--- src/rau_pkg.sv ---
// Shared types, widths and helpers for the rational arithmetic unit.
package rau_pkg;

    localparam int OPERAND_WIDTH = 16;
    localparam int MAG_WIDTH     = 2 * OPERAND_WIDTH + 1;
    localparam int NUM_WIDTH     = 2 * OPERAND_WIDTH + 1;
    localparam int DEN_WIDTH     = 2 * OPERAND_WIDTH;
    localparam int CNT_WIDTH     = $clog2(MAG_WIDTH + 1);

    typedef enum logic [1:0] {
        OP_ADD = 2'd0,
        OP_SUB = 2'd1,
        OP_MUL = 2'd2,
        OP_DIV = 2'd3
    } op_t;

    typedef enum logic [1:0] {
        ST_OK       = 2'd0,
        ST_ZERO_DEN = 2'd1,
        ST_DIV_ZERO = 2'd2
    } status_t;

    typedef struct packed {
        op_t                               opcode;
        logic signed [OPERAND_WIDTH-1:0]   a_num;
        logic signed [OPERAND_WIDTH-1:0]   a_den;
        logic signed [OPERAND_WIDTH-1:0]   b_num;
        logic signed [OPERAND_WIDTH-1:0]   b_den;
    } req_t;

    typedef struct packed {
        logic signed [NUM_WIDTH-1:0] res_num;
        logic signed [DEN_WIDTH-1:0] res_den;
        status_t                     status;
    } res_t;

    function automatic logic [OPERAND_WIDTH-1:0] mag_of(logic signed [OPERAND_WIDTH-1:0] x);
        logic [OPERAND_WIDTH-1:0] u;
        u = x;
        return x[OPERAND_WIDTH-1] ? (~u + 1'b1) : u;
    endfunction

endpackage

--- src/rau_gcd.sv ---
// Binary gcd engine, one reduction step per cycle.
module rau_gcd (
    input  logic                           clk,
    input  logic                           rst_n,
    input  logic                           start,
    input  logic [rau_pkg::MAG_WIDTH-1:0]  a,
    input  logic [rau_pkg::MAG_WIDTH-1:0]  b,
    output logic                           done,
    output logic [rau_pkg::MAG_WIDTH-1:0]  g
);
    logic [rau_pkg::MAG_WIDTH-1:0] a_reg, a_next, b_reg, b_next;
    logic [rau_pkg::CNT_WIDTH-1:0] k_reg, k_next;
    logic                          run_reg, run_next;

    assign done = run_reg && (a_reg == '0 || b_reg == '0);
    assign g    = (a_reg | b_reg) << k_reg;

    always_comb
    begin
        a_next   = a_reg;
        b_next   = b_reg;
        k_next   = k_reg;
        run_next = run_reg;
        if (start)
        begin
            a_next   = a;
            b_next   = b;
            k_next   = '0;
            run_next = 1'b1;
        end
        else if (done)
        begin
            run_next = 1'b0;
        end
        else if (run_reg)
        begin
            if (!a_reg[0] && !b_reg[0])
            begin
                a_next = a_reg >> 1;
                b_next = b_reg >> 1;
                k_next = k_reg + 1'b1;
            end
            else if (!a_reg[0])
                a_next = a_reg >> 1;
            else if (!b_reg[0])
                b_next = b_reg >> 1;
            else if (a_reg >= b_reg)
                a_next = (a_reg - b_reg) >> 1;
            else
                b_next = (b_reg - a_reg) >> 1;
        end
    end

    always_ff @(posedge clk or negedge rst_n)
    begin
        if (!rst_n)
            run_reg <= 1'b0;
        else
            run_reg <= run_next;
    end

    always_ff @(posedge clk)
    begin
        a_reg <= a_next;
        b_reg <= b_next;
        k_reg <= k_next;
    end
endmodule

--- src/rau_div.sv ---
// Restoring divider: numerator and denominator divided by the gcd in lockstep.
module rau_div (
    input  logic                           clk,
    input  logic                           rst_n,
    input  logic                           start,
    input  logic [rau_pkg::MAG_WIDTH-1:0]  n,
    input  logic [rau_pkg::MAG_WIDTH-1:0]  d,
    input  logic [rau_pkg::MAG_WIDTH-1:0]  g,
    output logic                           done,
    output logic [rau_pkg::MAG_WIDTH-1:0]  qn,
    output logic [rau_pkg::MAG_WIDTH-1:0]  qd
);
    localparam int MW = rau_pkg::MAG_WIDTH;

    logic [MW-1:0]                 g_reg, qn_reg, qd_reg;
    logic [MW:0]                   rn_reg, rd_reg;
    logic [rau_pkg::CNT_WIDTH-1:0] cnt_reg;
    logic                          done_reg;
    logic [MW:0]                   rn_sh, rd_sh, g_ext;

    assign g_ext = {1'b0, g_reg};
    assign rn_sh = {rn_reg[MW-1:0], qn_reg[MW-1]};
    assign rd_sh = {rd_reg[MW-1:0], qd_reg[MW-1]};
    assign done  = done_reg;
    assign qn    = qn_reg;
    assign qd    = qd_reg;

    always_ff @(posedge clk or negedge rst_n)
    begin
        if (!rst_n)
        begin
            cnt_reg  <= '0;
            done_reg <= 1'b0;
        end
        else
        begin
            done_reg <= (cnt_reg == rau_pkg::CNT_WIDTH'(1));
            if (start)
                cnt_reg <= rau_pkg::CNT_WIDTH'(MW);
            else if (cnt_reg != '0)
                cnt_reg <= cnt_reg - 1'b1;
        end
    end

    always_ff @(posedge clk)
    begin
        if (start)
        begin
            g_reg  <= g;
            qn_reg <= n;
            qd_reg <= d;
            rn_reg <= '0;
            rd_reg <= '0;
        end
        else if (cnt_reg != '0)
        begin
            if (rn_sh >= g_ext)
            begin
                rn_reg <= rn_sh - g_ext;
                qn_reg <= {qn_reg[MW-2:0], 1'b1};
            end
            else
            begin
                rn_reg <= rn_sh;
                qn_reg <= {qn_reg[MW-2:0], 1'b0};
            end
            if (rd_sh >= g_ext)
            begin
                rd_reg <= rd_sh - g_ext;
                qd_reg <= {qd_reg[MW-2:0], 1'b1};
            end
            else
            begin
                rd_reg <= rd_sh;
                qd_reg <= {qd_reg[MW-2:0], 1'b0};
            end
        end
    end
endmodule

--- src/rational_arithmetic_unit.sv ---
// Top level of the rational arithmetic unit: sequencer, shared multiplier, result register.
//
// Command interface. A request is taken at a rising edge with start high and
// busy low; operands carries the opcode and both fractions. One result per
// request appears on result for exactly one cycle with done high.
// Timing: a request with a zero input denominator, or a divide by a zero
// fraction, reports its status the cycle after it is taken, busy stays low.
// Otherwise the single shared multiplier forms the three products in turn in
// S_MUL, S_ADD combines the cross terms, the binary gcd reduces in S_GCD,
// and the two divisions by the gcd run side by side in S_DIV; busy is high
// throughout and falls in the cycle done rises, so the next request may be
// taken then.
// Reset clears the sequencer and the strobe; no result is pending afterwards.
// The receiver cannot stall: a result must be taken in its strobe cycle.
module rational_arithmetic_unit (
    input  logic          clk,
    input  logic          rst_n,
    input  logic          start,
    output logic          busy,
    input  rau_pkg::req_t operands,
    output logic          done,
    output rau_pkg::res_t result
);
    localparam int W  = rau_pkg::OPERAND_WIDTH;
    localparam int MW = rau_pkg::MAG_WIDTH;

    typedef enum logic [4:0] {
        S_IDLE = 5'b00001,
        S_MUL  = 5'b00010,
        S_ADD  = 5'b00100,
        S_GCD  = 5'b01000,
        S_DIV  = 5'b10000
    } state_t;

    state_t          state_reg;
    logic [1:0]      cnt_reg;
    rau_pkg::req_t   req_reg;
    logic [2*W-1:0]  m1_reg, m2_reg, dm_reg;
    logic            m1neg_reg, m2neg_reg, dneg_reg, nneg_reg;
    logic [MW-1:0]   nm_reg;
    rau_pkg::res_t   res_reg;
    logic            done_reg;

    logic signed [W-1:0] mx, my;
    logic [2*W-1:0]      prod;
    logic                pneg;
    logic [MW-1:0]       nsum;
    logic                nsum_neg, m2neg_eff;
    logic                gcd_done, div_done;
    logic [MW-1:0]       g, qn, qd;
    logic                accept;

    assign accept = start && !busy;
    assign busy   = (state_reg != S_IDLE);
    assign done   = done_reg;
    assign result = res_reg;

    // shared multiplier operand select
    always_comb
    begin
        case (cnt_reg)
            2'd0:
            begin
                mx = req_reg.a_num;
                my = (req_reg.opcode == rau_pkg::OP_MUL) ? req_reg.b_num : req_reg.b_den;
            end
            2'd1:
            begin
                mx = req_reg.a_den;
                my = (req_reg.opcode == rau_pkg::OP_DIV) ? req_reg.b_num : req_reg.b_den;
            end
            default:
            begin
                mx = req_reg.a_den;
                my = req_reg.b_num;
            end
        endcase
        pneg = mx[W-1] ^ my[W-1];
        prod = (2*W)'(rau_pkg::mag_of(mx)) * (2*W)'(rau_pkg::mag_of(my));
    end

    // combine cross terms as sign and magnitude
    always_comb
    begin
        m2neg_eff = m2neg_reg ^ (req_reg.opcode == rau_pkg::OP_SUB);
        nsum      = MW'(m1_reg);
        nsum_neg  = m1neg_reg;
        if (req_reg.opcode == rau_pkg::OP_ADD || req_reg.opcode == rau_pkg::OP_SUB)
        begin
            if (m1neg_reg == m2neg_eff)
                nsum = MW'(m1_reg) + MW'(m2_reg);
            else if (m1_reg >= m2_reg)
                nsum = MW'(m1_reg - m2_reg);
            else
            begin
                nsum     = MW'(m2_reg - m1_reg);
                nsum_neg = m2neg_eff;
            end
        end
    end

    rau_gcd u_gcd (
        .clk   (clk),
        .rst_n (rst_n),
        .start (state_reg == S_ADD),
        .a     (nsum),
        .b     (MW'(dm_reg)),
        .done  (gcd_done),
        .g     (g)
    );

    rau_div u_div (
        .clk   (clk),
        .rst_n (rst_n),
        .start (state_reg == S_GCD && gcd_done),
        .n     (nm_reg),
        .d     (MW'(dm_reg)),
        .g     (g),
        .done  (div_done),
        .qn    (qn),
        .qd    (qd)
    );

    always_ff @(posedge clk or negedge rst_n)
    begin
        if (!rst_n)
        begin
            state_reg <= S_IDLE;
            cnt_reg   <= '0;
            done_reg  <= 1'b0;
        end
        else
        begin
            done_reg <= 1'b0;
            unique case (state_reg)
                S_IDLE:
                begin
                    if (accept)
                    begin
                        cnt_reg <= '0;
                        if (operands.a_den == '0 || operands.b_den == '0 ||
                            (operands.opcode == rau_pkg::OP_DIV && operands.b_num == '0))
                            done_reg <= 1'b1;
                        else
                            state_reg <= S_MUL;
                    end
                end
                S_MUL:
                begin
                    cnt_reg <= cnt_reg + 1'b1;
                    if (cnt_reg == 2'd2)
                        state_reg <= S_ADD;
                end
                S_ADD:
                    state_reg <= S_GCD;
                S_GCD:
                    if (gcd_done)
                        state_reg <= S_DIV;
                S_DIV:
                    if (div_done)
                    begin
                        state_reg <= S_IDLE;
                        done_reg  <= 1'b1;
                    end
                default:
                    state_reg <= S_IDLE;
            endcase
        end
    end

    always_ff @(posedge clk)
    begin
        if (accept)
        begin
            req_reg         <= operands;
            res_reg.res_num <= '0;
            res_reg.res_den <= '0;
            if (operands.a_den == '0 || operands.b_den == '0)
                res_reg.status <= rau_pkg::ST_ZERO_DEN;
            else if (operands.opcode == rau_pkg::OP_DIV && operands.b_num == '0)
                res_reg.status <= rau_pkg::ST_DIV_ZERO;
            else
                res_reg.status <= rau_pkg::ST_OK;
        end
        if (state_reg == S_MUL)
        begin
            case (cnt_reg)
                2'd0:
                begin
                    m1_reg    <= prod;
                    m1neg_reg <= pneg;
                end
                2'd1:
                begin
                    dm_reg   <= prod;
                    dneg_reg <= pneg;
                end
                default:
                begin
                    m2_reg    <= prod;
                    m2neg_reg <= pneg;
                end
            endcase
        end
        if (state_reg == S_ADD)
        begin
            nm_reg   <= nsum;
            nneg_reg <= nsum_neg;
        end
        if (state_reg == S_DIV && div_done)
        begin
            res_reg.res_num <= nneg_reg ? rau_pkg::NUM_WIDTH'(~qn + 1'b1)
                                        : rau_pkg::NUM_WIDTH'(qn);
            res_reg.res_den <= dneg_reg ? rau_pkg::DEN_WIDTH'(~qd + 1'b1)
                                        : rau_pkg::DEN_WIDTH'(qd);
        end
    end
endmodule

--- config.mk ---
export PLATFORM = sky130hd
export DESIGN_NAME = rational_arithmetic_unit
export DESIGN_NICKNAME = d
export VERILOG_FILES = /design/src/rau_pkg.sv /design/src/rau_gcd.sv /design/src/rau_div.sv /design/src/rational_arithmetic_unit.sv
export SDC_FILE = /design/constraint.sdc
export NUM_CORES = 2
export LEC_CHECK = 0
export CAP_MARGIN = 20
export CORE_UTILIZATION = 40
export CTS_BUF_LIST = sky130_fd_sc_hd__clkbuf_16
export DETAILED_ROUTE_END_ITERATION = 16
export DONT_BUFFER_PORTS = 1
export PLACE_DENSITY_LB_ADDON = 0.08
export SETUP_SLACK_MARGIN = 0.02
export SLEW_MARGIN = 10
export SYNTH_ARGS = -nofsm -noshare
export SYNTH_HDL_FRONTEND = slang
export SYNTH_SLANG_ARGS = --single-unit
--- constraint.sdc ---
create_clock -name clk -period 9.3 [get_ports clk]
set_input_delay 0.93 -clock clk [delete_from_list [all_inputs] [get_ports clk]]
set_output_delay 0.93 -clock clk [all_outputs]
set_load 0.1 [all_outputs]
* After elaboration in Yosys (flattened, before gate mapping)
Index checks and enable logic that the tools add are counted.
W data, S select, Z words.
** Storage, ports and cells
- Bits in registers :: 519
- Output and inout bits :: 69
- Logic and storage cells :: 183
** Operators by class
- Add/subtract/negate cells :: 14
- Multiply operators :: 1
- Order comparisons :: 4
- Equal/unequal tests :: 24
- Shift-type cells :: 1
- Muxes and demuxes :: 56
- Bitwise operators :: 9
- Reduce and logical (&&, ||, !) cells :: 40
** Operators by type and width (count)
- $mux W33 :: 19
- $mux W32 :: 6
- $sub A33 B33 Y33 :: 4
- $mux W16 :: 5
- $ge A34 B33 Y1 :: 2
- $mux W67 :: 1
- $logic_not A33 Y1 :: 2
- $sub A32 B32 Y33 :: 2
- $mux W65 :: 1
- $logic_not A16 Y1 :: 3
- $add A32 B32 Y33 :: 1
- $add A33 B1 Y33 const B :: 1
- $ge A33 B33 Y1 :: 1
- $not A33 Y33 :: 1
- $or A33 B33 Y33 :: 1
- $shl A33 B6 Y33 :: 1
- $add A16 B1 Y16 const B :: 2
- $add A32 B1 Y32 const B :: 1
- $ge A32 B32 Y1 :: 1
- $mul A16 B16 Y32 :: 1
- $not A16 Y16 :: 2
- $not A32 Y32 :: 1
- $pmux W16 S2 :: 1
- $mux W5 :: 5
- other kinds (37) :: 84

* Longest topological paths before layout
- Depth in word-level cells :: 8
- Depth in mapped cells :: 38
- Gate-level depth less buffers :: 36

* Hierarchy
From an unflattened synthesis, not the netlist that was laid out.
** Second synthesis, totals
- Cells, all modules :: 4991
- Area total of the unflattened synthesis :: 45567.5 um^2
** Modules (own cells, without submodules)
- rational_arithmetic_unit :: instances 1, cells each 2650, area an instance 25268.0 um^2, sequential area each 8189.1 um^2
- rau_div :: instances 1, cells each 1095, area an instance 10729.0 um^2, sequential area each 4469.3 um^2
- rau_gcd :: instances 1, cells each 1246, area an instance 9570.4 um^2, sequential area each 2127.0 um^2

* Worst setup path before layout
Ideal clock, no wire load.
- Path type :: register to register
- Start :: register cnt_reg[0]
- End :: register dm_reg[30], data pin
- Library setup time :: 0.267 ns
- Data arrival time :: 8.649 ns
- Path slack :: 0.384 ns
- Cell stages (with the launch flop) :: 34
- Buffers on the path :: 4
- Period minus slack after synthesis :: 8.916 ns
- Path through :: dfrtp_1 -> inv_1 -> ha_1 -> clkbuf_1 -> buf_1 -> mux2i_1 -> clkbuf_1 -> ha_1 -> nand3_1 -> nand3b_1 -> o21ai_0 -> xor2_1 -> clkbuf_1 -> nand2_1 -> fa_1 -> fa_1 -> inv_1 -> fa_1 -> fa_1 -> fa_1 -> inv_1 -> fa_1 -> inv_1 -> ha_1 -> a21o_1 -> a21o_1 -> a211oi_1 -> o21ai_0 -> a31oi_1 -> a31oi_1 -> o41ai_1 -> o2111ai_1 -> a21oi_1 -> xnor2_1
** On the way
- Longest elaborated chain between the ends :: 6
** RTL lines
- start, declared :: line rational_arithmetic_unit.sv:36 : logic [1:0] cnt_reg;
- start signal, assigned :: line rational_arithmetic_unit.sv:150 : cnt_reg <= cnt_reg + 1'b1;
- $eq A2 B1 Y1 / $logic_not A2 Y1 (equally long branches) :: line rational_arithmetic_unit.sv:61 : case (cnt_reg)
- $pmux W16 S2 / $mux W16 (equally long branches) :: line rational_arithmetic_unit.sv:61
- $not A16 Y16 :: line rau_pkg.sv:40 : return x[OPERAND_WIDTH-1] ? (~u + 1'b1) : u;
- $add A16 B1 Y16 :: line rau_pkg.sv:40
- $mux W16 :: line rau_pkg.sv:40
- $mul A16 B16 Y32 * :: line rational_arithmetic_unit.sv:79 : prod = (2*W)'(rau_pkg::mag_of(mx)) * (2*W)'(rau_pkg::mag_of(my));
- net prod[30] :: line rational_arithmetic_unit.sv:45 : logic [2*W-1:0] prod;
- end signal, assigned :: line rational_arithmetic_unit.sv:195 : dm_reg <= prod;
- end, declared :: line rational_arithmetic_unit.sv:38 : logic [2*W-1:0] m1_reg, m2_reg, dm_reg;
Mark *: on every way through the listed nets, which the timed path passes. The rest lies on a longest branch.
A chain may end at the register's enable or synchronous reset.

* Worst setup path in the final report
- Start :: register cnt_reg[0]
- End :: register m2_reg[30], data pin
** On the way
- Longest elaborated chain between the ends :: 6
** RTL lines
- $eq A2 B1 Y1 / $logic_not A2 Y1 (equally long branches) :: line rational_arithmetic_unit.sv:61
- $pmux W16 S2 / $mux W16 (equally long branches) :: line rational_arithmetic_unit.sv:61
- $not A16 Y16 :: line rau_pkg.sv:40
- $add A16 B1 Y16 :: line rau_pkg.sv:40
- $mux W16 :: line rau_pkg.sv:40
- $mul A16 B16 Y32 * :: line rational_arithmetic_unit.sv:79
- net prod[30] :: line rational_arithmetic_unit.sv:45
- end signal, assigned :: line rational_arithmetic_unit.sv:200 : m2_reg <= prod;
- end, declared :: line rational_arithmetic_unit.sv:38
Marks and branches as above.

==> results_dict.tcl <==
set metrics [dict create \
    slew_violations 0 \
    grt.overflow.total 0 \
    gp_congestion 0.943 \
    drive_gt1_frac 0.0577 \
    ys_seq_area_frac 0.330 \
    grt_max_degree 104 \
    drtPass1Iterations 5 \
    wl_per_cell_um 23.4 \
    hold_path.class "input port to async pin" \
    largest_reg_flops 67 \
    synth_cell_type_count 98 \
    cts_tree "yes" \
    ys_ff_latch 518 \
    drc 0 \
    synth_area_mm2 0.0447 \
    ioPinCount 138 \
    synthTopCellsByCount "559 x nand2_1, 493 x inv_1, 469 x nor2_1, 429 x edfxtp_1, 400 x a21oi_1" \
    drt_iter0_drc 3097 \
    die_y_um 336 \
    crit_type "flop to flop" \
    rsz0062_at_grt "no" \
    skew_ns 0.0460 \
    endpoint_kind "flop" \
    nNetsFinal 5584 \
    grt_pass1_wl_mm 228 \
    syn_nets 5641 \
    clk_pin_slew_ns 0.07 \
    period_share 0.930 \
    die_w_um 336 \
    grt_usage 0.267 \
    yosys-top-cells-area "edfxtp_1 29%, ha_1 10%, fa_1 9.0%, nand2_1 4.7%, a21oi_1 4.5%" \
    finalWirelength_mm 151 \
    status "finished, final reports clean" \
    synth_ff_type "edfxtp_1" \
    diodes 0 \
    dieArea_mm2 0.113 \
    grt_pass1_vias 35100 \
    area_delta_synth_final_pct 8.88 \
    clock_path_buffers 3 \
    setup_viol 0 \
    synthArstFlopShare 0.0309 \
    slew-limit-headroom 0.0963 \
    ant_nets 0 \
    cpMaxStageDelayCell "fa_1" \
    vias 36500 \
    crit_fanout 19 \
    clk_latency_ns 0.65 \
    cp.required_ns 9.73 \
    cts-root-buf "clkbuf_16" \
    startpoint_type "flop" \
    clock_sinks 518 \
    io_buffers 0 \
    antenna_found_initial 7 \
    path_buf_inv 5 \
    coreArea_mm2 0.111 \
    fmax_ghz 0.116 \
    crit_family "adder cells" \
    synth_area_per_cell_um2 8.94 \
    setup_tns_ns 0 \
    num_rows 122 \
    yosysMostFrequentCell "nand2_1" \
    synth_edf_count 429 \
    period_minus_slack_ns 8.65 \
    critPathMaxStageDelay_ns 0.55 \
    worstMarginPinSlew_ns 1.35 \
    cts_buffers 66 \
    hpwl_mm 121 \
    start_util 0.404 \
    arrival_ns 9.08 \
    h-tree-depth 3 \
    cap_violations 0 \
    viasPerCell 5.64 \
    hold_viol_final 0 \
    syn_inst 4997 \
    ys_warn_count 0 \
    yosysTopAreaCellShare 0.288 \
    timing.critical_path.mode_cell "fa_1" \
    synth_top_cell_by_area "edfxtp_1" \
]
-- logic make-up after synthesis --
kind of cell             Yosys count  synth area share
buffers and inverters            727            0.0617
AND/OR/NAND/NOR                 1569             0.159
flip-flops                       518             0.330
multiplexers                      86            0.0215
AO/OA/AOI/OAI                   1257             0.181
adder cells (fa/ha/maj)          575             0.195
XOR/XNOR                         265            0.0520
-- per-layer routing --
layer,track usage,share of wire
met1,0.403,0.49
met2,0.390,0.42
met3,0.0311,0.056
met4,0.0915,0.035
met5,0,0.000086
-- timing repair --
item                       CTS  global route
setup endpoints to repair    0            15
hold endpoints to repair    15             0
hold buffers                 1             0
buffers inserted             0             1
gates resized for setup      0            10
-- path summary, 6_finish.rpt --
kind | startpoint | end | slack [ns] | cells past startpoint
min | rst_n | u_div.done | 0.09 | 1
min in group clk | operands[55] | req_reg[55] | 0.39 | 0
min reg2reg | u_div.rn_reg[24] | u_div.rn_reg[24] | 0.47 | 2
max | cnt_reg[0] | m2_reg[30] | 0.65 | 34
max reg2reg | cnt_reg[0] | m2_reg[30] | 0.65 | 34
max in group asynchronous | rst_n | u_div.cnt_reg[1] | 9.00 | 1
-- layout by cell type, fill, tap and decap left out, types with 67 or more instances in the layout --
cell and n:
nand2_1 558, inv_1 498, nor2_1 467, edfxtp_1 429, a21oi_1 400, ha_1 373
o21ai_0 225, fa_1 201, xnor2_1 152, nor3_1 110, xor2_1 106, buf_4 90
a21o_1 87, dfxtp_1 72, clkbuf_16 67
-- stage by stage --
stage / hold slack (ns) / util / setup WS [ns] / instance area [µm²] / cells
after floorplan: 0.440 / - / 0.384 / 44700 / 4997
after global placement: 0.464 / 0.420 / 0.561 / 46500 / 6357
after detailed placement: 0.465 / 0.420 / 0.453 / 46500 / 6357
after global routing: 0.0714 / 0.439 / 0.0217 / 48600 / 6480
after CTS: 0.0514 / 0.439 / 0.446 / 48600 / 6478
final: 0.0855 / 0.439 / 0.648 / 48600 / 6480
-- layout make-up --
type | instances | area (µm²)
inverters | 508 | 1910
fillers | 11000 | 62000
clock inverters | 53 | 387
clock buffers | 67 | 1680
multi-input cells | 3752 | 27300
flip-flops and latches | 518 | 14700
well taps | 1488 | 1860
repair buffers | 94 | 732
Power is left out: the tool's default activity adds up to more than one toggle a clock period on the data nets, which glitch-free logic cannot reach.
